`src/tmbg_pkg.sv`:
```
// shared types and constants of the tile map background renderer
package tmbg_pkg;

    localparam int VMEM_BYTES      = 8192;
    localparam int ADDR_W          = $clog2(VMEM_BYTES);
    localparam int BANK_DEPTH      = VMEM_BYTES / 2;
    localparam int BANK_AW         = $clog2(BANK_DEPTH);
    localparam int QUEUE_DEPTH_DEF = 2;
    localparam int CFG_IDX_W       = 3;

    // video memory offsets of the tile maps
    localparam logic [ADDR_W-1:0] MAP_HI_OFS = ADDR_W'(13'h1C00);
    localparam logic [ADDR_W-1:0] MAP_LO_OFS = ADDR_W'(13'h1800);
    // bank index of the signed tile data origin minus 128 tiles (byte 0x0800)
    localparam logic [BANK_AW-1:0] SIGNED_IDX_BASE = BANK_AW'(12'h400);

    typedef enum logic [CFG_IDX_W-1:0] {
        CFG_DISP_CTRL = 3'd0,
        CFG_VSCROLL   = 3'd1,
        CFG_HSCROLL   = 3'd2,
        CFG_PALETTE   = 3'd3
    } cfg_idx_t;

    typedef enum logic {
        REQ_WRITE  = 1'b0,
        REQ_RENDER = 1'b1
    } req_type_t;

    typedef struct packed {
        logic [7:0] disp_ctrl;
        logic [7:0] vscroll;
        logic [7:0] hscroll;
        logic [7:0] palette;
    } cfg_t;

    // classified item as it travels from front to back
    typedef struct packed {
        logic              is_render;
        logic [ADDR_W-1:0] addr;      // write offset or tile map entry offset
        logic [7:0]        wr_data;
        logic [2:0]        tile_row;
        logic [2:0]        tile_col;
        logic [7:0]        col;
        logic [7:0]        row;
    } cmd_t;

endpackage

```
`src/tmbg_front.sv`:
```
// front end: accepts input beats and turns them into classified commands
module tmbg_front (
    input  logic                        in_valid,
    output logic                        in_ready,
    input  logic                        req_type,
    input  logic [tmbg_pkg::ADDR_W-1:0] mem_offset,
    input  logic [7:0]                  mem_byte,
    input  logic [7:0]                  screen_x,
    input  logic [7:0]                  screen_y,
    input  tmbg_pkg::cfg_t              cfg,
    input  logic                        queue_full,
    input  logic                        clearing,
    output logic                        push,
    output tmbg_pkg::cmd_t              cmd
);
    import tmbg_pkg::*;

    logic [7:0]        bg_x;
    logic [7:0]        bg_y;
    logic [ADDR_W-1:0] map_base;
    logic [ADDR_W-1:0] map_addr;

    assign in_ready = !queue_full && !clearing;
    assign push     = in_valid && in_ready;

    always_comb
    begin
        bg_x     = screen_x + cfg.hscroll;
        bg_y     = screen_y + cfg.vscroll;
        map_base = cfg.disp_ctrl[3] ? MAP_HI_OFS : MAP_LO_OFS;
        map_addr = map_base + ADDR_W'({bg_y[7:3], bg_x[7:3]});

        cmd.is_render = (req_type == REQ_RENDER);
        cmd.addr      = (req_type == REQ_RENDER) ? map_addr : mem_offset;
        cmd.wr_data   = mem_byte;
        cmd.tile_row  = bg_y[2:0];
        cmd.tile_col  = bg_x[2:0];
        cmd.col       = screen_x;
        cmd.row       = screen_y;
    end

endmodule

```
`config.mk`:
```
export PLATFORM = sky130hd
export DESIGN_NAME = tmbg_front
export DESIGN_NICKNAME = d
export VERILOG_FILES = /design/src/tmbg_pkg.sv /design/src/tmbg_front.sv
export SDC_FILE = /design/constraint.sdc
export NUM_CORES = 1
export LEC_CHECK = 0
export BUFFER_PORTS_ARGS = -buffer_cell sky130_fd_sc_hd__buf_2
export CAP_MARGIN = 20
export CELL_PAD_IN_SITES_DETAIL_PLACEMENT = 1
export CELL_PAD_IN_SITES_GLOBAL_PLACEMENT = 1
export CORE_MARGIN = 3
export CORE_UTILIZATION = 23
export DETAILED_ROUTE_END_ITERATION = 6
export PLACE_DENSITY = 0.91
export SLEW_MARGIN = 20
export SYNTH_ARGS = -nofsm -noshare
export SYNTH_HDL_FRONTEND = slang
export SYNTH_SLANG_ARGS = --single-unit
```
`constraint.sdc`:
```
create_clock -name vclk -period 2.3
set_input_delay 0.115 -clock vclk [all_inputs]
set_output_delay 0.115 -clock vclk [all_outputs]
set_load 0.005 [all_outputs]
```
# Word-level counts from Yosys, hierarchy flattened
# Cells that the tools add are included.
totals:
  ff_bits: 0
  latchBits: 0
  ram_bits: 0
  mem_bits_ro: 0
  input_bits: 73
  out_inout_bits: 46
  wordCells: 9
  mem_count: 0
op_classes:
  add_sub_neg: 3
  multipliers: 0
  div_mod_pow: 0
  order_cmp: 0
  eq_ne: 0
  shifts: 0
  muxes: 2
  bitwise: 0
  n_reduce_logical: 4
ops:
  columns: ["cell", "n"]
  rows:
  - ["$add A8 B8 Y8", 2]
  - ["$add A12 B11 Y13", 1]
  - ["$mux W13", 1]
  - ["$mux W11", 1]
  - ["$logic_and A1 B1 Y1", 2]
  - ["$logic_not A1 Y1", 2]

# Depth between registers and ports, before layout
# Gate-level depths: netlist of run 1.
depth:
  word_depth: 3
  ltp_mapped: 6
  mapped_depth_nobuf: 6

# Least setup slack after synthesis of run 1
# Ideal clock, no wire load.
synth_timing:
  kind: "input -> output"
  start: "in screen_y[0]"
  end: "out cmd[38] (netlist name)"
  t_arrival_ns: 1.388
  required_ns: 2.185
  path_slack_ns: 0.797
  stages: 5
  path_buffers: 0
  path_cell_list: "ha_1 fa_1 a211oi_1 o21bai_1 o311ai_1"
synth_lines:
  columns: ["item", "line", "text"]
  rows:
  - ["from (decl)", "tmbg_front.sv:9", "input logic [7:0] screen_y,"]
  - ["to (decl)", "tmbg_front.sv:14", "output tmbg_pkg::cmd_t cmd"]

==> results of run 1 <==
[path summary, 6_finish.rpt]
kind	from	to	slack (ns)	cells past startpoint
setup / recovery	screen_y[0]	cmd[38]	0.43	7
hold / removal	mem_byte[2]	cmd[24]	0.23	0
[cells in the mapped netlist (2+ instances only)]
cell        n
buf_4      25
ha_1       14
a211oi_1    8
nand2_1     7
o21ai_0     6
o21bai_1    6
inv_1       4
nor4_1      4
o2bb2ai_1   4
a21o_1      3
a21oi_1     3
clkbuf_1    3
nand3_1     3
nand3b_1    3
o31ai_1     3
a211oi_2    2
a22oi_1     2
a31oi_1     2
and3_1      2
fa_1        2
nand4_1     2
o211ai_1    2
o21ai_1     2
or2_2       2
or4_1       2
xnor2_1     2
xor2_1      2
[power by group through the flow]
| stage | Clock, mW | Sequential [mW] | Combinational, mW |
|---|---|---|---|
| finish | 0 | 0 | 0.307 |
| global route | 0 | 0 | 0.348 |
| CTS | 0 | 0 | 0.312 |
| detailed placement | 0 | 0 | 0.310 |
| global placement | 0 | 0 | 0.299 |
| floorplan | 0 | 0 | 0.203 |
[cells by family after synthesis]
kind of cell	share of synthesized area, %
simple gates	17.5
compound gates	33.8
buf+inv	21.9
fa+ha+maj	21.2
xor+xnor	3.45
mux	2.10
[routing by layer]
layer,track usage [%],vias to the layer above,wire length (um)
met5,0,-,0
met4,0.820,0,27
li1,-,607,-
met1,14.3,555,1390
met3,0.416,2,284
met2,22.3,57,1570
[stage by stage]
stage                     instance area (sq um)  power [mW]
after detailed placement                   1310       0.310
after global routing                       1310       0.348
after floorplan                            1010       0.203
final                                      1310       0.307
after global placement                     1310       0.299
after CTS                                  1310       0.312
[layout make-up]
type | count | share of cell area [%]
Inverter | 5 | 1.43
Tap cell | 50 | 4.76
Multi-Input combinational cell | 100 | 60.3
Timing Repair Buffer | 88 | 33.5
==> flow_metrics.env, run 1 <==
export IMPL_p_per_area_nw_per_um2=233
export IMPL_via_per_inst=5.02
export IMPL_clockPowerShare_pct=0
export IMPL_gp_congestion=0.773
export IMPL_crit_chain="buf_2 > ha_1 > fa_1 > a211oi_1 > o21bai_1 > o311ai_1 > buf_2"
export IMPL_drive_gt1_share_pct=49.2
export IMPL_drcViolationCount=0
export IMPL_fin_setup_tns_ns=0
export IMPL_mappedNetlistArea_sq_um=1010
export IMPL_grt_usage_pct=11.4
export IMPL_port_buffers=88
export IMPL_clkbuf_count=0
export IMPL_worst_path_buf_inv=2
export IMPL_p_sw_share_pct=51.0
export IMPL_vias=1221
export IMPL_antenna_cells=0
export IMPL_seqPwrFrac_pct=0
export IMPL_dpl_hpwl_um=2830
export IMPL_cp_top_family="compound AO/OA/AOI/OAI gates"
export IMPL_leakagePower_nw=0.677
export IMPL_period_needed_ns=1.87
export IMPL_multi_input_area_sq_um=792
export IMPL_nFillCells=550
export IMPL_placement_setup_worst_slack_ns=0.435
export IMPL_status="finished, final reports clean"
export IMPL_mostFrequentLayoutCells="buf_2, ha_1, a211oi_1, nand2_1"
export IMPL_final_common_cell="buf_2"
export IMPL_antenna_found_initial=0
export IMPL_hold_viol_final=0
export IMPL_synth_nets=223
export IMPL_cp_max_fo=3
export IMPL_cp_start_kind="input pin"
export IMPL_floorplan_initialDensity_pct=24.7
export IMPL_cp_arrival_ns=1.76
export IMPL_slew_headroom_pct=72.5
export IMPL_syn_avg_cell_area_sq_um=7.57
export IMPL_slowest_delay_ns=0.43
export IMPL_fin_hold_ws_ns=0.230
export IMPL_synthTopCellsByArea="buf_4, ha_1, a211oi_1"
export IMPL_peakVddDrop_mv=0.0539
export IMPL_cts_resized=0
export IMPL_grt_pass1_wl_um=5110
export IMPL_cap_violations=0
export IMPL_setup_viol=0
export IMPL_grt_start_max_net_pins=24
export IMPL_overflow=0
export IMPL_slew_viol_final=0
export IMPL_syn_instance_count=134
export IMPL_max_freq_ghz=0.534
export IMPL_wl_um=3270
export IMPL_syn_to_final_growth_pct=29.5
export IMPL_final_cells=243
export IMPL_dieHeight_um=72.4
export IMPL_drt_pass1_iter_count=4
export IMPL_setup_ws_ns=0.426
export IMPL_worstHoldPathType="input pin to output pin"
export IMPL_seq_cells=0
export IMPL_fin_nets=284
export IMPL_synth_top_area_share_pct=18.5
export IMPL_crit_required_ns=2.18
export IMPL_dieArea_sq_um=5240
export IMPL_p_sw_mw=0.156
export IMPL_ioPinCount=119
export IMPL_die_x_um=72.4
export IMPL_ant_nets=0
export IMPL_yosysSeqAreaShare_pct=0
export IMPL_grt_pass1_vias=1242
export IMPL_postCtsHoldBufs=0
export IMPL_min_period_over_period_pct=81.5
export IMPL_dpl_cell_count=243
export IMPL_yosys_area_top_type="buf_4"
export IMPL_crit_path_end_kind="output pin"
export IMPL_pwr_share_comb_pct=100.0
export IMPL_dr_first_iter_drc_count=22
export IMPL_utilization_pct=31.9
export IMPL_internal_power_mw=0.150
export IMPL_slowest_stage="fa_1"
export IMPL_std_cell_rows=23
export IMPL_wl_per_cell_um=13.5
export IMPL_cts_setup_buffers=0
export IMPL_regArea_sq_um=0
export IMPL_path_common_cell="buf_2"
export IMPL_critical_path_class="input pin to output pin"
export IMPL_worst_slew_pin_transition_ns=0.412
export IMPL_ys_types=41
export IMPL_core_area_sq_um=4120
export IMPL_synth_warnings=0
export IMPL_rsz0062_at_grt="false"
(Power assumes the default switching activity.)
==> run 2, diff against run 1 <==
ABC_AREA = 1   (was unset)
CORE_UTILIZATION = 18   (was 23)
PLACE_DENSITY = 0.82   (was 0.91)
clock period = 1.6 ns   (was 2.3 ns; I/O delays follow)
==> run 2 against run 1 <==
Wire length decreased by 8.7%. Setup slack worse by 0.31 ns. Non-clock buffer count grew 1. Sequential cell count unchanged. Largest cell class unchanged.
==> flow_metrics.env, run 2 <==
export IMPL_slowest_delay_ns=0.35
export IMPL_worstHoldPathType="input pin to output pin"
export IMPL_grt_pass1_wl_um=4800
export IMPL_setup_ws_ns=0.120
export IMPL_slowest_stage="fa_2"
export IMPL_cp_start_kind="input pin"
export IMPL_overflow=0
export IMPL_fin_setup_tns_ns=0
export IMPL_vias=1189
export IMPL_final_common_cell="buf_2"
export IMPL_slew_viol_final=0
export IMPL_worst_slew_pin_transition_ns=0.417
export IMPL_die_x_um=79.5
export IMPL_crit_chain="buf_2 > ha_1 > fa_2 > nand2_1 > nand2_1 > nand3b_1 > nand3b_1 > nand3_1 > nand2_1 > buf_2"
export IMPL_critPathLaunch="screen_x[0]"
export IMPL_dpl_instance_area_sq_um=1300
export IMPL_utilization_pct=25.3
export IMPL_floorplan_initialDensity_pct=18.8
export IMPL_final_cells=295
export IMPL_yosys_area_top_type="nand2_1"
export IMPL_ioPinCount=119
export IMPL_via_per_inst=4.03
export IMPL_setup_viol=0
export IMPL_drcViolationCount=0
export IMPL_cts_setup_buffers=0
export IMPL_ant_nets=0
export IMPL_dieArea_sq_um=6330
export IMPL_leakagePower_nw=0.813
export IMPL_wl_per_cell_um=10.1
export IMPL_peakVddDrop_mv=0.0834
export IMPL_mappedNetlistArea_sq_um=973
export IMPL_gp_congestion=0.752
export IMPL_p_per_area_nw_per_um2=322
export IMPL_path_common_cell="nand2_1"
export IMPL_dr_first_iter_drc_count=8
export IMPL_antenna_found_initial=0
export IMPL_dpl_cell_count=295
export IMPL_dieHeight_um=79.5
export IMPL_rsz0062_at_grt="false"
export IMPL_slew_headroom_pct=72.2
export IMPL_syn_instance_count=163
export IMPL_ys_types=20
export IMPL_crit_end="cmd[33]"
export IMPL_postCtsHoldBufs=0
export IMPL_drive_gt1_share_pct=43.6
export IMPL_crit_required_ns=1.52
export IMPL_cp_arrival_ns=1.40
export IMPL_grt_usage_pct=8.82
export IMPL_synthTopCellsByArea="nand2_1, buf_4, ha_1"
export IMPL_synth_nets=252
export IMPL_fin_nets=316
export IMPL_wl_um=2980
export IMPL_cts_resized=0
export IMPL_synth_warnings=0
export IMPL_cp_max_fo=2
export IMPL_fin_area_sq_um=1310
export IMPL_antenna_cells=0
export IMPL_mostFrequentLayoutCells="buf_2, nand2_1, inv_1, ha_1, nand3_1"
export IMPL_status="finished, final reports clean"
export IMPL_syn_avg_cell_area_sq_um=5.97
export IMPL_yosysSeqAreaShare_pct=0
export IMPL_syn_to_final_growth_pct=34.6
export IMPL_core_area_sq_um=5170
export IMPL_synth_most_common_cell="nand2_1"
export IMPL_dpl_hpwl_um=2760
export IMPL_port_buffers=88
export IMPL_regArea_sq_um=0
export IMPL_placement_setup_worst_slack_ns=0.0545
export IMPL_grt_pass1_vias=1149
export IMPL_period_needed_ns=1.48
export IMPL_grt_start_max_net_pins=14
export IMPL_critical_path_class="input pin to output pin"
export IMPL_drt_pass1_iter_count=2
export IMPL_hold_viol_final=0
export IMPL_crit_path_end_kind="output pin"
export IMPL_synth_common_cells="nand2_1, buf_4, inv_1"
export IMPL_max_freq_ghz=0.676
export IMPL_std_cell_rows=26
export IMPL_min_period_over_period_pct=92.5
export IMPL_clkbuf_count=0
export IMPL_synth_top_area_share_pct=22.0
export IMPL_cap_violations=0
export IMPL_seq_cells=0
run 2: critical path, delay by kind of cell:
kind | cells | cell delay (ns)
adders and majority gates | 2 | 0.57
and+or+nand+nor | 6 | 0.51
buffers and inverters | 2 | 0.23
run 2: cell families (layout without fill, tap and decap cells):
group / Yosys count / count (layout) / share of synthesized area (%)
fa+ha+maj: 16 / 16 / 22.1
buf+inv: 42 / 104 / 27.0
xor+xnor: 6 / 6 / 5.40
simple gates: 89 / 89 / 40.4
compound gates: 10 / 10 / 5.14
run 2: layout make-up:
type	count	area (sq um)
tap	70	87.6
timing repair buffer	89	448
inverter	15	56.3
fill	703	3860
multi-input combinational	121	718
run 2: how the worst min path moves through the flow:
stage,from,endpoint,cells past startpoint,slack (ns)
2_1_floorplan,queue_full,in_ready,1,0.19
3_3_place_gp,mem_byte[0],cmd[22],0,0.16
3_5_place_dp,mem_byte[0],cmd[22],0,0.16
4_1_cts,mem_byte[0],cmd[22],0,0.16
5_1_grt,mem_byte[7],cmd[29],0,0.16
6_report,mem_byte[1],cmd[23],0,0.16
run 2: metrics by stage:
step,hold slack [ns],total power [mW]
detailed placement,0.160,0.432
floorplan,0.187,0.283
global route,0.160,0.490
CTS,0.160,0.435
global placement,0.160,0.422
finish,0.160,0.422
run 2: power by group:
part / total, mW / leakage (nW) / internal, mW / switching (mW)
Clock: 0 / 0 / 0 / 0
Sequential: 0 / 0 / 0 / 0
Combinational: 0.422 / 0.813 / 0.209 / 0.213
Total: 0.422 / 0.813 / 0.209 / 0.213
run 2: routing by layer:
layer	GRT usage [%]	up-vias	part of all wire, %
met5	0	-	0
met4	0.172	0	0
met3	0.677	0	7.0
met2	18.5	39	54
met1	9.89	536	39
li1	-	614	-
