File: config.mk
export PLATFORM = sky130hd
export DESIGN_NAME = tmbg_queue
export DESIGN_NICKNAME = d
export VERILOG_FILES = /design/src/tmbg_pkg.sv /design/src/tmbg_queue.sv
export SDC_FILE = /design/constraint.sdc
export NUM_CORES = 1
export LEC_CHECK = 0
export BUFFER_PORTS_ARGS = -buffer_cell sky130_fd_sc_hd__buf_2
export CAP_MARGIN = 10
export CORE_MARGIN = 2
export CORE_UTILIZATION = 52
export CTS_CLUSTER_DIAMETER = 50
export DETAILED_ROUTE_END_ITERATION = 7
export HOLD_SLACK_MARGIN = 0.06
export PLACE_DENSITY = 0.79
export SYNTH_ARGS = -nofsm -noshare
export SYNTH_HDL_FRONTEND = slang
export SYNTH_SLANG_ARGS = --single-unit
File: constraint.sdc
create_clock -name clk -period 3.2 [get_ports clk]
set_clock_uncertainty 0.1 [all_clocks]
set_input_delay 0.16 -clock clk [delete_from_list [all_inputs] [get_ports clk]]
set_output_delay 0.16 -clock clk [all_outputs]
set_load 0.005 [all_outputs]
File: src/tmbg_pkg.sv
// shared types and constants of the tile map background renderer
package tmbg_pkg;

    localparam int VMEM_BYTES      = 8192;
    localparam int ADDR_W          = $clog2(VMEM_BYTES);
    localparam int BANK_DEPTH      = VMEM_BYTES / 2;
    localparam int BANK_AW         = $clog2(BANK_DEPTH);
    localparam int QUEUE_DEPTH_DEF = 2;
    localparam int CFG_IDX_W       = 3;

    // video memory offsets of the tile maps
    localparam logic [ADDR_W-1:0] MAP_HI_OFS = ADDR_W'(13'h1C00);
    localparam logic [ADDR_W-1:0] MAP_LO_OFS = ADDR_W'(13'h1800);
    // bank index of the signed tile data origin minus 128 tiles (byte 0x0800)
    localparam logic [BANK_AW-1:0] SIGNED_IDX_BASE = BANK_AW'(12'h400);

    typedef enum logic [CFG_IDX_W-1:0] {
        CFG_DISP_CTRL = 3'd0,
        CFG_VSCROLL   = 3'd1,
        CFG_HSCROLL   = 3'd2,
        CFG_PALETTE   = 3'd3
    } cfg_idx_t;

    typedef enum logic {
        REQ_WRITE  = 1'b0,
        REQ_RENDER = 1'b1
    } req_type_t;

    typedef struct packed {
        logic [7:0] disp_ctrl;
        logic [7:0] vscroll;
        logic [7:0] hscroll;
        logic [7:0] palette;
    } cfg_t;

    // classified item as it travels from front to back
    typedef struct packed {
        logic              is_render;
        logic [ADDR_W-1:0] addr;      // write offset or tile map entry offset
        logic [7:0]        wr_data;
        logic [2:0]        tile_row;
        logic [2:0]        tile_col;
        logic [7:0]        col;
        logic [7:0]        row;
    } cmd_t;

endpackage

File: src/tmbg_queue.sv
// short command queue between front and back
module tmbg_queue #(
    parameter int QUEUE_DEPTH = tmbg_pkg::QUEUE_DEPTH_DEF
) (
    input  logic           clk,
    input  logic           rst_n,
    input  logic           push,
    input  tmbg_pkg::cmd_t din,
    input  logic           pop,
    output tmbg_pkg::cmd_t dout,
    output logic           full,
    output logic           empty
);
    import tmbg_pkg::*;

    localparam int PTR_W = (QUEUE_DEPTH > 1) ? $clog2(QUEUE_DEPTH) : 1;
    localparam int CNT_W = $clog2(QUEUE_DEPTH + 1);
    localparam logic [PTR_W-1:0] LAST = PTR_W'(QUEUE_DEPTH - 1);
    localparam logic [CNT_W-1:0] FULL_CNT = CNT_W'(QUEUE_DEPTH);

    cmd_t             slot_reg [QUEUE_DEPTH];
    logic [PTR_W-1:0] wr_ptr_reg;
    logic [PTR_W-1:0] wr_ptr_next;
    logic [PTR_W-1:0] rd_ptr_reg;
    logic [PTR_W-1:0] rd_ptr_next;
    logic [CNT_W-1:0] count_reg;
    logic [CNT_W-1:0] count_next;

    assign full  = (count_reg == FULL_CNT);
    assign empty = (count_reg == '0);
    assign dout  = slot_reg[rd_ptr_reg];

    always_comb
    begin
        wr_ptr_next = wr_ptr_reg;
        rd_ptr_next = rd_ptr_reg;
        count_next  = count_reg;
        if (push)
        begin
            wr_ptr_next = (wr_ptr_reg == LAST) ? '0 : wr_ptr_reg + 1'b1;
        end
        if (pop)
        begin
            rd_ptr_next = (rd_ptr_reg == LAST) ? '0 : rd_ptr_reg + 1'b1;
        end
        if (push && !pop)
        begin
            count_next = count_reg + 1'b1;
        end
        else if (pop && !push)
        begin
            count_next = count_reg - 1'b1;
        end
    end

    always_ff @(posedge clk or negedge rst_n)
    begin
        if (!rst_n)
        begin
            wr_ptr_reg <= '0;
            rd_ptr_reg <= '0;
            count_reg  <= '0;
        end
        else
        begin
            wr_ptr_reg <= wr_ptr_next;
            rd_ptr_reg <= rd_ptr_next;
            count_reg  <= count_next;
        end
    end

    always_ff @(posedge clk)
    begin
        if (push)
        begin
            slot_reg[wr_ptr_reg] <= din;
        end
    end

endmodule

# ---- Yosys cells after proc, flatten, opt, wreduce, memory -nomap -nowiden
# Memories as Yosys holds them, arrays and structs flattened.
# Index checks and enable logic that the tools add are counted.
dict set report totals {
  register_bits 4
  latchBits 0
  ram_bits 88
  mem_bits_ro 0
  input_bits 48
  output_inout_bits 46
  elab_cells 21
  n_memories 1
}
# memory depth word_bits rd rd_clocked_by_memory_dff wr line_no
set mem_list {}
lappend mem_list {slot_reg 2 44 1 0 1 tmbg_queue.sv:21} ;# cmd_t slot_reg [QUEUE_DEPTH];
dict set report classes {
  n_addsub 4
  multipliers 0
  n_div 0
  magnitude_cmp 0
  eq_ne 1
  n_shift 0
  n_mux 6
  bitwise 0
  reduce_logical 6
}
# cell count
set op_table {}
lappend op_table {{$mux 1} 4}
lappend op_table {{$mux 2} 2}
lappend op_table {{$add 1x1->1 const B} 2}
lappend op_table {{$add 2x1->2 const B} 1}
lappend op_table {{$eq 2x2->1 const B} 1}
lappend op_table {{$logic_and 1x1->1} 2}
lappend op_table {{$logic_not 1->1} 2}
lappend op_table {{$logic_not 2->1} 1}
lappend op_table {{$reduce_bool 2->1} 1}
lappend op_table {{$sub 2x1->2 const B} 1}

# ---- Depth between registers and ports, before layout
# Gate-level depths: netlist (run 1).
dict set report depth {
  ltp_word 4
  depth_mapped 5
  depth_no_buf 5
}

# ---- Worst setup path after synthesis (run 1)
# Ideal clock, no wire load.
dict set report synth_path {
  kind {reg2reg}
  startpoint {register wr_ptr_reg}
  endpoint {memory slot_reg[0][0] (netlist name), enable pin}
  setup_time_ps 451
  arrival_ps 2369
  required_ps 2649
  slack_ps 280
  stages_incl_launch_ff 2
  n_path_buf 0
  period_less_slack_ps 2920
  path_cell_list {dfrtp_1 nor2b_1}
}
# element line_no
set synth_lines {}
lappend synth_lines {{start, declared} tmbg_queue.sv:22} ;# logic [PTR_W-1:0] wr_ptr_reg;
lappend synth_lines {{start signal, assigned} tmbg_queue.sv:66} ;# wr_ptr_reg <= wr_ptr_next;
lappend synth_lines {{end, declared} tmbg_queue.sv:21}
# Straight into the memory's write port.

==> metrics.md, run 1 <==
| Metric | Value |
|---|---|
| Number of global-route vias before repair | 2022 |
| H-Tree Depth | 3 |
| Leakage power | a little under 2 nW |
| Tot Pwr | 3.556 mW |
| CP max stage delay | ~0.86 ns |
| Row count | 30 |
| CP endpoint kind | primary output |
| Commonest non-fill, non-tap cells in the layout | buf_2 (93), edfxtp_1 (88), dlygate4sd3_1 (48), mux2_4 (39), clkbuf_8 (9) |
| WL/cell | 16.22 um |
| Max Cap Viol | 0 |
| Avg Inst Size Synth | 23.28 sq um |
| Worst R2R Start | wr_ptr_reg |
| Worst-path cell chain | buf_4, mux2_4, buf_2 |
| IO Port Bufs | slightly above 90 |
| Total GRT Usage | 0.1710 |
| Worst hold path type | reg2reg |
| Clock latency on the worst-skew pair | 0.33 ns |
| Antenna violations before repair | 0 |
| Vias/cell | 4.802 |
| Die Ht | 86.77 um |
| Sequential area share after synthesis | 0.7699 |
| Placed inst area | 0.004076 sq mm |
| Postcts setup bufs | 0 |
| Most common cell after layout, fill and taps aside | buf_2 |
| Initial Utilization | 0.5302 |
| Io pins | 94 |
| Die X | 86.77 um |
| HP Start | count_reg[1] |
| Area delta synth->final | 33.09% |
| CTS tree | done |
| Fill cell count | 398 |
| Worst setup SP type | flip-flop |
| Power share of the sequential group | 0.495 |
| Critical path type | reg2out |
| First-pass GRT wire length | 9515 um |
| Net Sw Power | 947.4 uW |
| Layout cells sized above 1 | 0.5113 |
| Fin crit share | 0.7156 |
| Min setup slack post-route | 0.9101 ns |
| R2R depth | 1 |
| CTS root buffer | clkbuf_8 |
| Pin count of the biggest net entering global routing | between 40 and 50 |
| DRT Pass-1 Iters | 4 |
| Slew HR | 0.2798 |
| Final setup vio count | 0 |
| Count of cell types in the netlist | 13 |
| Worst Setup SP | rd_ptr_reg |
| Syn Nets | 202 |
| Maximum fanout along the worst path | 25 |
| Core Area | 0.006719 sq mm |
| DR DRC count | 0 |
| Tightest Pin Transition | 1.080 ns |
| Setup Slack @ Placement | 1.251 ns |
| Flops & latches, synth | 92 |
| Finished layout cell area | 0.004741 sq mm |
| Initial DRC count | approximately 130 |
| Mapped Cells | 153 |
| Setup TNS | 0 ns |
| Hold EP | count_reg[1] |
| FF+latch area | 0.002744 sq mm |
| Die area | around 0.0075 sq mm |
| RSZ-0062 raised after global routing | false |
| DRT antenna net count | 0 |
| YS warnings | 0 |
| Status | complete, no violations |
| Nets | ~350 |
| Post-DP HPWL | 3640 um |
| Sw frac | 0.2664 |
| Total grt overflow | 0 |
| Hold depth | 1 |
| Largest register FFs | 88 |
| Routability-driven placement congestion ratio | 0.6576 |
| Worst Path Required | 2.94 ns |
| Netlist Area Pre-Place | 0.003562 sq mm |
| VDD IR-drop max | approximately 0.00039 V |
| Max Root-Sink Buffers | 2 |
| CTS resizes | 0 |
| Max frequency | 436.7 MHz |
| R2R Setup Slk | between 1 and 1.5 ns |
| Critical R2R Capture | slot_reg[1][36] |
| Via count | 1868 |
| Crit path DAT | 2.03 ns |
| Final core utilization | 0.7056 |
| Internal | about 2.6 mW |
| Clock Sinks | 92 |
| WL final | 6311 um |
| Multi-input gate area | 733.2 sq um |
| Slew Limit Fails | 0 |
| Num CTS Buffers | 9 |
| Diode count | 0 |
| Crit path max-delay family | flip-flops |
| Combinational Power Share | 0.300 |
| WP buf/inv | 2 |
| Final hold vios | 0 |
| Slowest CP cell | dfrtp_2 |
| Period minus WS final | 2.290 ns |
| PD cells | between 700 and 800 mW/mm^2 |
| Clock transition at path regs | about 0.080 ns |
| Clock group share of total power | 0.205 |
-- through the flow --
stage | cells | hold WS (ns)
after floorplan | 153 | -0.2356
after global placement | 325 | -0.1293
after detailed placement | 325 | -0.1255
after CTS | 389 | 0.3937
after global routing | 389 | 0.4248
final | 389 | 0.3917
-- synthesized netlist by cell type (all sizes together) --
cell type,count,share of area
and2,1,0.0018
buf,5,0.026
dfrtp,4,0.028
edfxtp,88,0.74
ha,1,0.0035
inv,1,0.0011
mux2,44,0.18
nor2,2,0.0021
nor2b,2,0.0035
xnor2,1,0.0025
xor2,4,0.0098
-- timing repair --
action / in CTS / in global routing
endpoints found under the setup margin: 0 / 0
hold buffers: 48 / 0
endpoints found under the hold margin: 94 / 0
-- worst max-delay path by stage --
| stage | slack (ns) | depth (start not counted) | to |
|---|---|---|---|
| 4_1_cts | 0.86 | 3 | dout[38] |
| 2_1_floorplan | 0.28 | 1 | slot_reg[0][0] |
| 5_1_grt | 0.80 | 3 | dout[5] |
| 6_report | 0.91 | 3 | dout[38] |
| 3_3_place_gp | 1.27 | 3 | dout[11] |
| 3_5_place_dp | 1.25 | 3 | dout[35] |
-- final cells by class --
class                   count  share of cell area
clock buffers              11             0.02771
clock inverters             5             0.01108
inverters                   1           0.0007918
multi-input cells          55              0.1547
flip-flops and latches     92              0.5788
well taps                  80             0.02111
repair buffers            145              0.2059
-- power groups by stage --
stage	sequential (mW)	combinational [mW]	clock, mW
6_report	1.76	1.07	0.731
2_1_floorplan	1.69	0.834	0
3_3_place_gp	1.77	1.01	0
5_1_grt	1.79	1.15	0.792
4_1_cts	1.76	1.08	0.744
3_5_place_dp	1.79	1.03	0
-- cell families after synthesis --
| family | synth area share |
|---|---|
| XOR/XNOR | 0.01229 |
| multiplexers | 0.1802 |
| buffers and inverters | 0.02669 |
| adder cells (fa/ha/maj) | 0.003512 |
| flip-flops | 0.7699 |
| AND/OR/NAND/NOR | 0.007378 |
-- layer usage --
metal	global-route usage	part of all wire	vias to the layer above
met5	0	0	-
met4	0.04830	0.0078	0
met3	0.05619	0.037	4
met2	0.3056	0.55	53
met1	0.1966	0.41	917
li1	-	-	894
Power figures use the tool's default switching activity.
==> run 2: changes to the inputs <==
--- a/config.mk
+++ b/config.mk
@@ -5,6 +5,7 @@
 export SDC_FILE = /design/constraint.sdc
 export NUM_CORES = 1
 export LEC_CHECK = 0
+export ABC_AREA = 1
 export BUFFER_PORTS_ARGS = -buffer_cell sky130_fd_sc_hd__buf_2
 export CAP_MARGIN = 10
 export CORE_MARGIN = 2
==> constraint.sdc (replaced) <==
create_clock -name clk -period 2.21 [get_ports clk]
set_clock_uncertainty 0.1 [all_clocks]
set_input_delay 0.1105 -clock clk [delete_from_list [all_inputs] [get_ports clk]]
set_output_delay 0.1105 -clock clk [all_outputs]
set_load 0.005 [all_outputs]
==> run 2 against run 1 <==
Sequential power rose by 38%. Via count rose by 4.1%. Flip-flop and latch count did not move. Final area rose by 0.66%. Register-to-register slack got worse by 0.78 ns. Synthesized cell count rose by 5.9%. Cell count rose by 2.8%. Global-route usage rose by 0.20 points. Critical endpoint is now dout[24].
==> metrics.md, run 2 <==
| Metric | Value |
|---|---|
| Tightest Pin Transition | 0.4722 ns (-0.6081 ns) |
| CTS root buffer | clkbuf_8 |
| Row count | 30 (unchanged) |
| DRT Pass-1 Iters | 4 (unchanged) |
| CTS resizes | 0 (unchanged) |
| IO Port Bufs | 93 (unchanged) |
| Diode count | 0 (unchanged) |
| Layout cells sized above 1 | 0.5000 (-0.01133) |
| Crit path DAT | 1.61 ns (-0.42 ns) |
| Routability-driven placement congestion ratio | 0.6785 (+3.2%) |
| Clock Sinks | 92 (unchanged) |
| Die Ht | 87 um (+0.27%) |
| Vias/cell | 4.860 (+1.2%) |
| CTS tree | done |
| R2R depth | 2 (+1) |
| CP endpoint kind | primary output |
| Die X | 87 um (+0.27%) |
| Flops & latches, synth | 92 (unchanged) |
| EDFF count, synth | 88 (unchanged) |
| Sequential area share after synthesis | 0.7656 (-0.004303) |
| Avg Inst Size Synth | 22.11 sq um (-5.0%) |
| H-Tree Depth | 3 (unchanged) |
| Area delta synth->final | 33.22% (about the same) |
| Netlist Area Pre-Place | 0.003582 sq mm (+0.56%) |
| Worst Path Required | 2.00 ns (-0.94 ns) |
| CP Depth | 3 (unchanged) |
| Final setup vio count | 0 (unchanged) |
| Max Root-Sink Buffers | 2 (unchanged) |
| Commonest non-fill, non-tap cells in the layout | buf_2 (93), edfxtp_1 (88), dlygate4sd3_1 (48), mux2_4 (39), clkbuf_8 (9) |
| Max frequency | between 500 and 600 MHz |
| Antenna violations before repair | 0 (unchanged) |
| RSZ-0062 raised after global routing | false |
| First-pass GRT wire length | 9570 um (+0.58%) |
| Slowest CP cell | mux2_2 |
| Tot Pwr | 5.086 mW (+43%) |
| Critical path type | reg2out |
| WP buf/inv | 2 (unchanged) |
| Crit path max-delay family | buffers and inverters |
| Number of global-route vias before repair | 1992 (-1.5%) |
| Leakage power | 1.970 nW (+1.4%) |
| Mapped Cells | 162 (+5.9%) |
| Clock latency on the worst-skew pair | 0.33 ns (about the same) |
| Worst-path cell chain | buf_4, mux2_2, buf_2 |
| Largest cells by area after synthesis | edfxtp_1 (74%), mux2_4 (16%), dfrtp_1 (2.8%) |
| Slew HR | 0.6844 (+0.4046) |
| Via count | 1944 (+4.1%) |
| CP max stage delay | 0.39 ns (-0.47 ns) |
| Initial Utilization | 0.5331 (+0.002980) |
| Most common cell after layout, fill and taps aside | buf_2 |
| Post-DP HPWL | 3999 um (+9.9%) |
| Commonest cells post-synth | edfxtp_1 (88), mux2_4 (39), inv_1 (7) |
| Count of cell types in the netlist | 14 (+1) |
| DR DRC count | 0 (unchanged) |
| Slew Limit Fails | 0 (unchanged) |
| Hold depth | 2 (+1) |
| Fin crit share | 0.8226 |
| Synth top area share | 0.7377 (-0.004146) |
| Total grt overflow | 0 (unchanged) |
| Max Cap Viol | 0 (unchanged) |
| PD cells | 1066 mW/mm^2 (+42%) |
| Worst setup SP type | flip-flop |
| Die area | 0.007569 sq mm (+0.54%) |
| WL/cell | 16.26 um (+0.22%) |
| Asr flop ratio synth | 0.04348 (unchanged) |
| Postcts setup bufs | 0 (unchanged) |
| Worst hold path type | in2reg |
| Nets | 364 (+3.1%) |
| VDD IR-drop max | 0.0005717 V (+46%) |
| Syn Nets | 211 (+4.5%) |
| Final hold vios | 0 (unchanged) |
| # hold bufs at CTS | 48 (unchanged) |
| Pin count of the biggest net entering global routing | 27 (-40%) |
| Finished layout cell area | 0.004772 sq mm (+0.66%) |
| Clock transition at path regs | 0.09 ns (about the same) |
| Placed inst area | 0.004123 sq mm (+1.1%) |
| Total GRT Usage | 0.1731 (+0.002037) |
| Io pins | 94 (unchanged) |
| DRT antenna net count | 0 (unchanged) |
| Hold Slack | 0.3837 ns (-0.008035 ns) |
| Core Area | 0.006719 sq mm (unchanged) |
| WL final | 6504 um (+3.1%) |
| Period minus WS final | 1.818 ns |
| Num CTS Buffers | 9 (unchanged) |
| Largest register FFs | 88 (unchanged) |
| Cell accounting for the most synthesized area | edfxtp_1 |
| Top FF cell, synth | edfxtp_1 |
| Setup TNS | 0 ns (unchanged) |
| Count leader, synth | edfxtp_1 |
| Initial DRC count | 76 (-40%) |
| YS warnings | 0 (unchanged) |
| Maximum fanout along the worst path | 24 (-4.0%) |
| Status | complete, no violations |
==> run 2: changes by cell type after synthesis, sizes merged <==
cell / change
xor2: -2
nor2b: -2
nand2: +5
and2: -1
nand4: +1
nor2: +1
nand3: +1
inv: +6
==> run 2: final cells by class <==
cell class / instances / area, sq um
Clock inverter: 6 / 41.29
Sequential cell: 92 / 2744
Clock buffer: 10 / 127.6
Timing Repair Buffer: 147 / 1003
Fill cell: 437 / 1947
Inverter: 7 / 26.28
Multi-Input combinational cell: 58 / 729.5
Tap cell: 80 / 100.1
==> run 2: power by group <==
part | internal (mW) | switching, mW
combinational | 0.957 | 0.745
sequential | 2.32 | 0.110
clock | 0.407 | 0.552
total | 3.68 | 1.41
==> run 2: path summary, 6_finish.rpt <==
kind                       slack, ns          from               to
max                             0.39    rd_ptr_reg         dout[24]
min                             0.38       din[19]  slot_reg[0][19]
max reg2reg                     0.61    wr_ptr_reg  slot_reg[0][10]
min reg2reg                     0.44  count_reg[1]     count_reg[1]
max in group asynchronous       1.20         rst_n       rd_ptr_reg
min in group asynchronous       0.61         rst_n     count_reg[1]
==> run 2: layer usage <==
metal  vias up  global-route usage  wire, um
li1        929                   -         -
met1       926              0.2134      2766
met2        81              0.2942      3287
met3         8             0.04076       396
met4         0             0.07102        55
met5         -                   0         0
==> run 2: metrics by stage <==
stage / worst slack (ns) / utilization / cells
after floorplan: 0.1295 / - / 162
after global placement: 0.5931 / 0.6136 / 336
after detailed placement: 0.6048 / 0.6136 / 336
after CTS: 0.3667 / 0.7102 / 400
after global routing: 0.3318 / 0.7102 / 400
final: 0.3920 / 0.7102 / 400
==> run 2: kinds of logic after synthesis <==
family | count (synthesis) | synth area share
xor gates and xnor gates | 3 | 0.007336
DFF | 92 | 0.7656
and+or+nand+nor | 10 | 0.01153
muxes | 44 | 0.1792
buffers and inverters | 12 | 0.03283
adders and majority gates | 1 | 0.003492
==> run 3: changes to the inputs <==
--- a/config.mk
+++ b/config.mk
@@ -9,11 +9,11 @@
 export BUFFER_PORTS_ARGS = -buffer_cell sky130_fd_sc_hd__buf_2
 export CAP_MARGIN = 10
 export CORE_MARGIN = 2
-export CORE_UTILIZATION = 52
+export CORE_UTILIZATION = 47
 export CTS_CLUSTER_DIAMETER = 50
 export DETAILED_ROUTE_END_ITERATION = 7
 export HOLD_SLACK_MARGIN = 0.06
-export PLACE_DENSITY = 0.79
+export PLACE_DENSITY = 0.75
 export SYNTH_ARGS = -nofsm -noshare
 export SYNTH_HDL_FRONTEND = slang
 export SYNTH_SLANG_ARGS = --single-unit
==> constraint.sdc (replaced) <==
create_clock -name clk -period 1.58 [get_ports clk]
set_clock_uncertainty 0.1 [all_clocks]
set_input_delay 0.079 -clock clk [delete_from_list [all_inputs] [get_ports clk]]
set_output_delay 0.079 -clock clk [all_outputs]
set_load 0.005 [all_outputs]
==> run 3 against run 2 <==
The flow now finishes with violations (setup timing). Register-to-register slack worse by 0.33 ns. Combinational power up 100%. Non-clock buffer count up 10. Die area up 10%. Sequential power up 41%. Clock power up 36%. Via count up 3.2%. First-iteration DRC count down 7.9%. Worst hold slack worse by 0.026 ns. Critical endpoint is now dout[36].
==> metrics.md, run 3 (synthesis results as in run 2) <==
| Metric | Value |
|---|---|
| Routability-driven placement congestion ratio | 0.6817 (+0.47%) |
| WL final | 6965 um (+7.1%) |
| WL/cell | 16.27 um (about the same) |
| Via count | 2007 (+3.2%) |
| Diode count | 0 (unchanged) |
| CP endpoint kind | primary output |
| CTS tree | done |
| Die Ht | 91.30 um (+4.9%) |
| Layout cells sized above 1 | 0.5167 (+0.01672) |
| RSZ-0062 raised after global routing | true |
| Worst setup SP type | flip-flop |
| Final setup vio count | 43 (+43) |
| Period minus WS final | roughly 1.7 ns |
| Number of global-route vias before repair | 2169 (+8.9%) |
| Min setup slack post-route | -0.1215 ns (-0.5135 ns) |
| CTS root buffer | clkbuf_8 |
| Largest register FFs | 88 (unchanged) |
| Slew HR | 0.8312 (+0.1468) |
| Io pins | 94 (unchanged) |
| Antenna violations before repair | 0 (unchanged) |
| Tightest Pin Transition | 0.2532 ns (-0.2190 ns) |
| Fin crit share | 1.077 |
| Area delta synth->final | 44.71% |
| DR DRC count | 0 (unchanged) |
| PD cells | 1567 mW/mm^2 (+47%) |
| Final hold vios | 0 (unchanged) |
| Initial Utilization | 0.4886 (-0.04450) |
| Violated checks | setup timing |
| Status | finished with violations |
| Pin count of the biggest net entering global routing | 27 (unchanged) |
| Total grt overflow | 0 (unchanged) |
| Finished layout cell area | 0.005184 sq mm (+8.6%) |
| Maximum fanout along the worst path | 7 (-71%) |
| Post-DP HPWL | 3902 um (-2.4%) |
| Hold Slack | 0.3581 ns (-0.02560 ns) |
| VDD IR-drop max | 0.0008068 V (+41%) |
| Critical path type | reg2out |
| Placed inst area | 0.004198 sq mm (+1.8%) |
| Die X | 91.30 um (+4.9%) |
| Clock transition at path regs | 0.09 ns (about the same) |
| Max frequency | about 600 MHz |
| Clock Sinks | 92 (unchanged) |
| Vias/cell | 4.689 (-3.5%) |
| First-pass GRT wire length | 10550 um (+10%) |
| DRT Pass-1 Iters | 4 (unchanged) |
| Max Root-Sink Buffers | 2 (unchanged) |
| H-Tree Depth | 3 (unchanged) |
| Final core utilization | 0.7071 (-0.003125) |
| DRT antenna net count | 0 (unchanged) |
| Clock latency on the worst-skew pair | 0.33 ns (about the same) |
| Nets | 374 (+2.7%) |
| Worst hold path type | in2reg |
| Leakage power | 2.128 nW (+8.0%) |
| Slew Limit Fails | 0 (unchanged) |
| Num CTS Buffers | 9 (unchanged) |
| Initial DRC count | 70 (-7.9%) |
| Commonest non-fill, non-tap cells in the layout | edfxtp_1 (88), buf_2 (61), dlygate4sd3_1 (48), mux2_4 (40), buf_6 (33) |
| Row count | 31 (+3.3%) |
| Setup Slack @ Placement | 0.2233 ns (-0.3815 ns) |
| Most common cell after layout, fill and taps aside | edfxtp_1 |
| IO Port Bufs | 93 (unchanged) |
| Max Cap Viol | 0 (unchanged) |
| Core Area | 0.007331 sq mm (+9.1%) |
| Crit path DAT | 1.52 ns (-0.09 ns) |
| Tot Pwr | 8.124 mW (+60%) |
| Die area | 0.008336 sq mm (+10%) |
| Total GRT Usage | 0.1670 (-0.006067) |
| Worst Path Required | 1.40 ns (-0.60 ns) |
==> run 3: through the flow <==
| step | TNS [ns] | std cells |
|---|---|---|
| floorplan | -1.432 | 162 |
| global placement | 0 | 356 |
| detailed placement | 0 | 356 |
| CTS | -3.621 | 421 |
| global route | -6.459 | 428 |
| finish | -4.167 | 428 |
==> run 3: cell type report <==
class                           count  area, sq um
Sequential cell                    92         2744
Fill cell                         451         2147
Timing Repair Buffer              157         1393
Multi-Input combinational cell     58        735.7
Clock buffer                       10        127.6
Tap cell                           99        123.9
Clock inverter                      5        30.03
Inverter                            7        30.03
==> run 3: worst paths after layout <==
path	from	to	slack [ns]	cells past startpoint
max	rd_ptr_reg	dout[36]	-0.12	4
min	din[21]	slot_reg[1][21]	0.36	2
max reg2reg	wr_ptr_reg	slot_reg[1][3]	0.28	3
min reg2reg	count_reg[1]	count_reg[1]	0.46	2
max in group asynchronous	rst_n	rd_ptr_reg	0.65	3
min in group asynchronous	rst_n	count_reg[1]	0.53	3
==> run 3: layer usage <==
metal,track usage,vias to the layer above,wire (um),part of all wire
met1,0.1874,990,2746,0.39
met4,0.05682,0,34,0.0049
li1,-,947,-,-
met3,0.04315,6,338,0.049
met2,0.3068,64,3847,0.55
met5,0,-,0,0
==> run 3: where the power goes <==
group	leakage [nW]	internal [mW]	switching (mW)	total (mW)
registers	0.872	3.24	0.178	3.42
clock network	0.0795	0.556	0.748	1.30
logic	1.18	2.14	1.26	3.40
total	2.13	5.94	2.19	8.12
==> run 3: repair_timing <==
| action | CTS | global route |
|---|---|---|
| buffers inserted | 2 | 3 |
| hold buffers | 48 | 0 |
| endpoints found under the setup margin | 40 | 43 |
| gates resized for setup | 27 | 8 |
| hold endpoints to repair | 95 | 0 |
| gates cloned | 0 | 4 |
==> run 3: critical path: stages, from the launching register on <==
cell and delay [ns]:
dfrtp_2 0.44, buf_12 0.16, clkbuf_16 0.16, mux2_4 0.30
buf_6 0.12
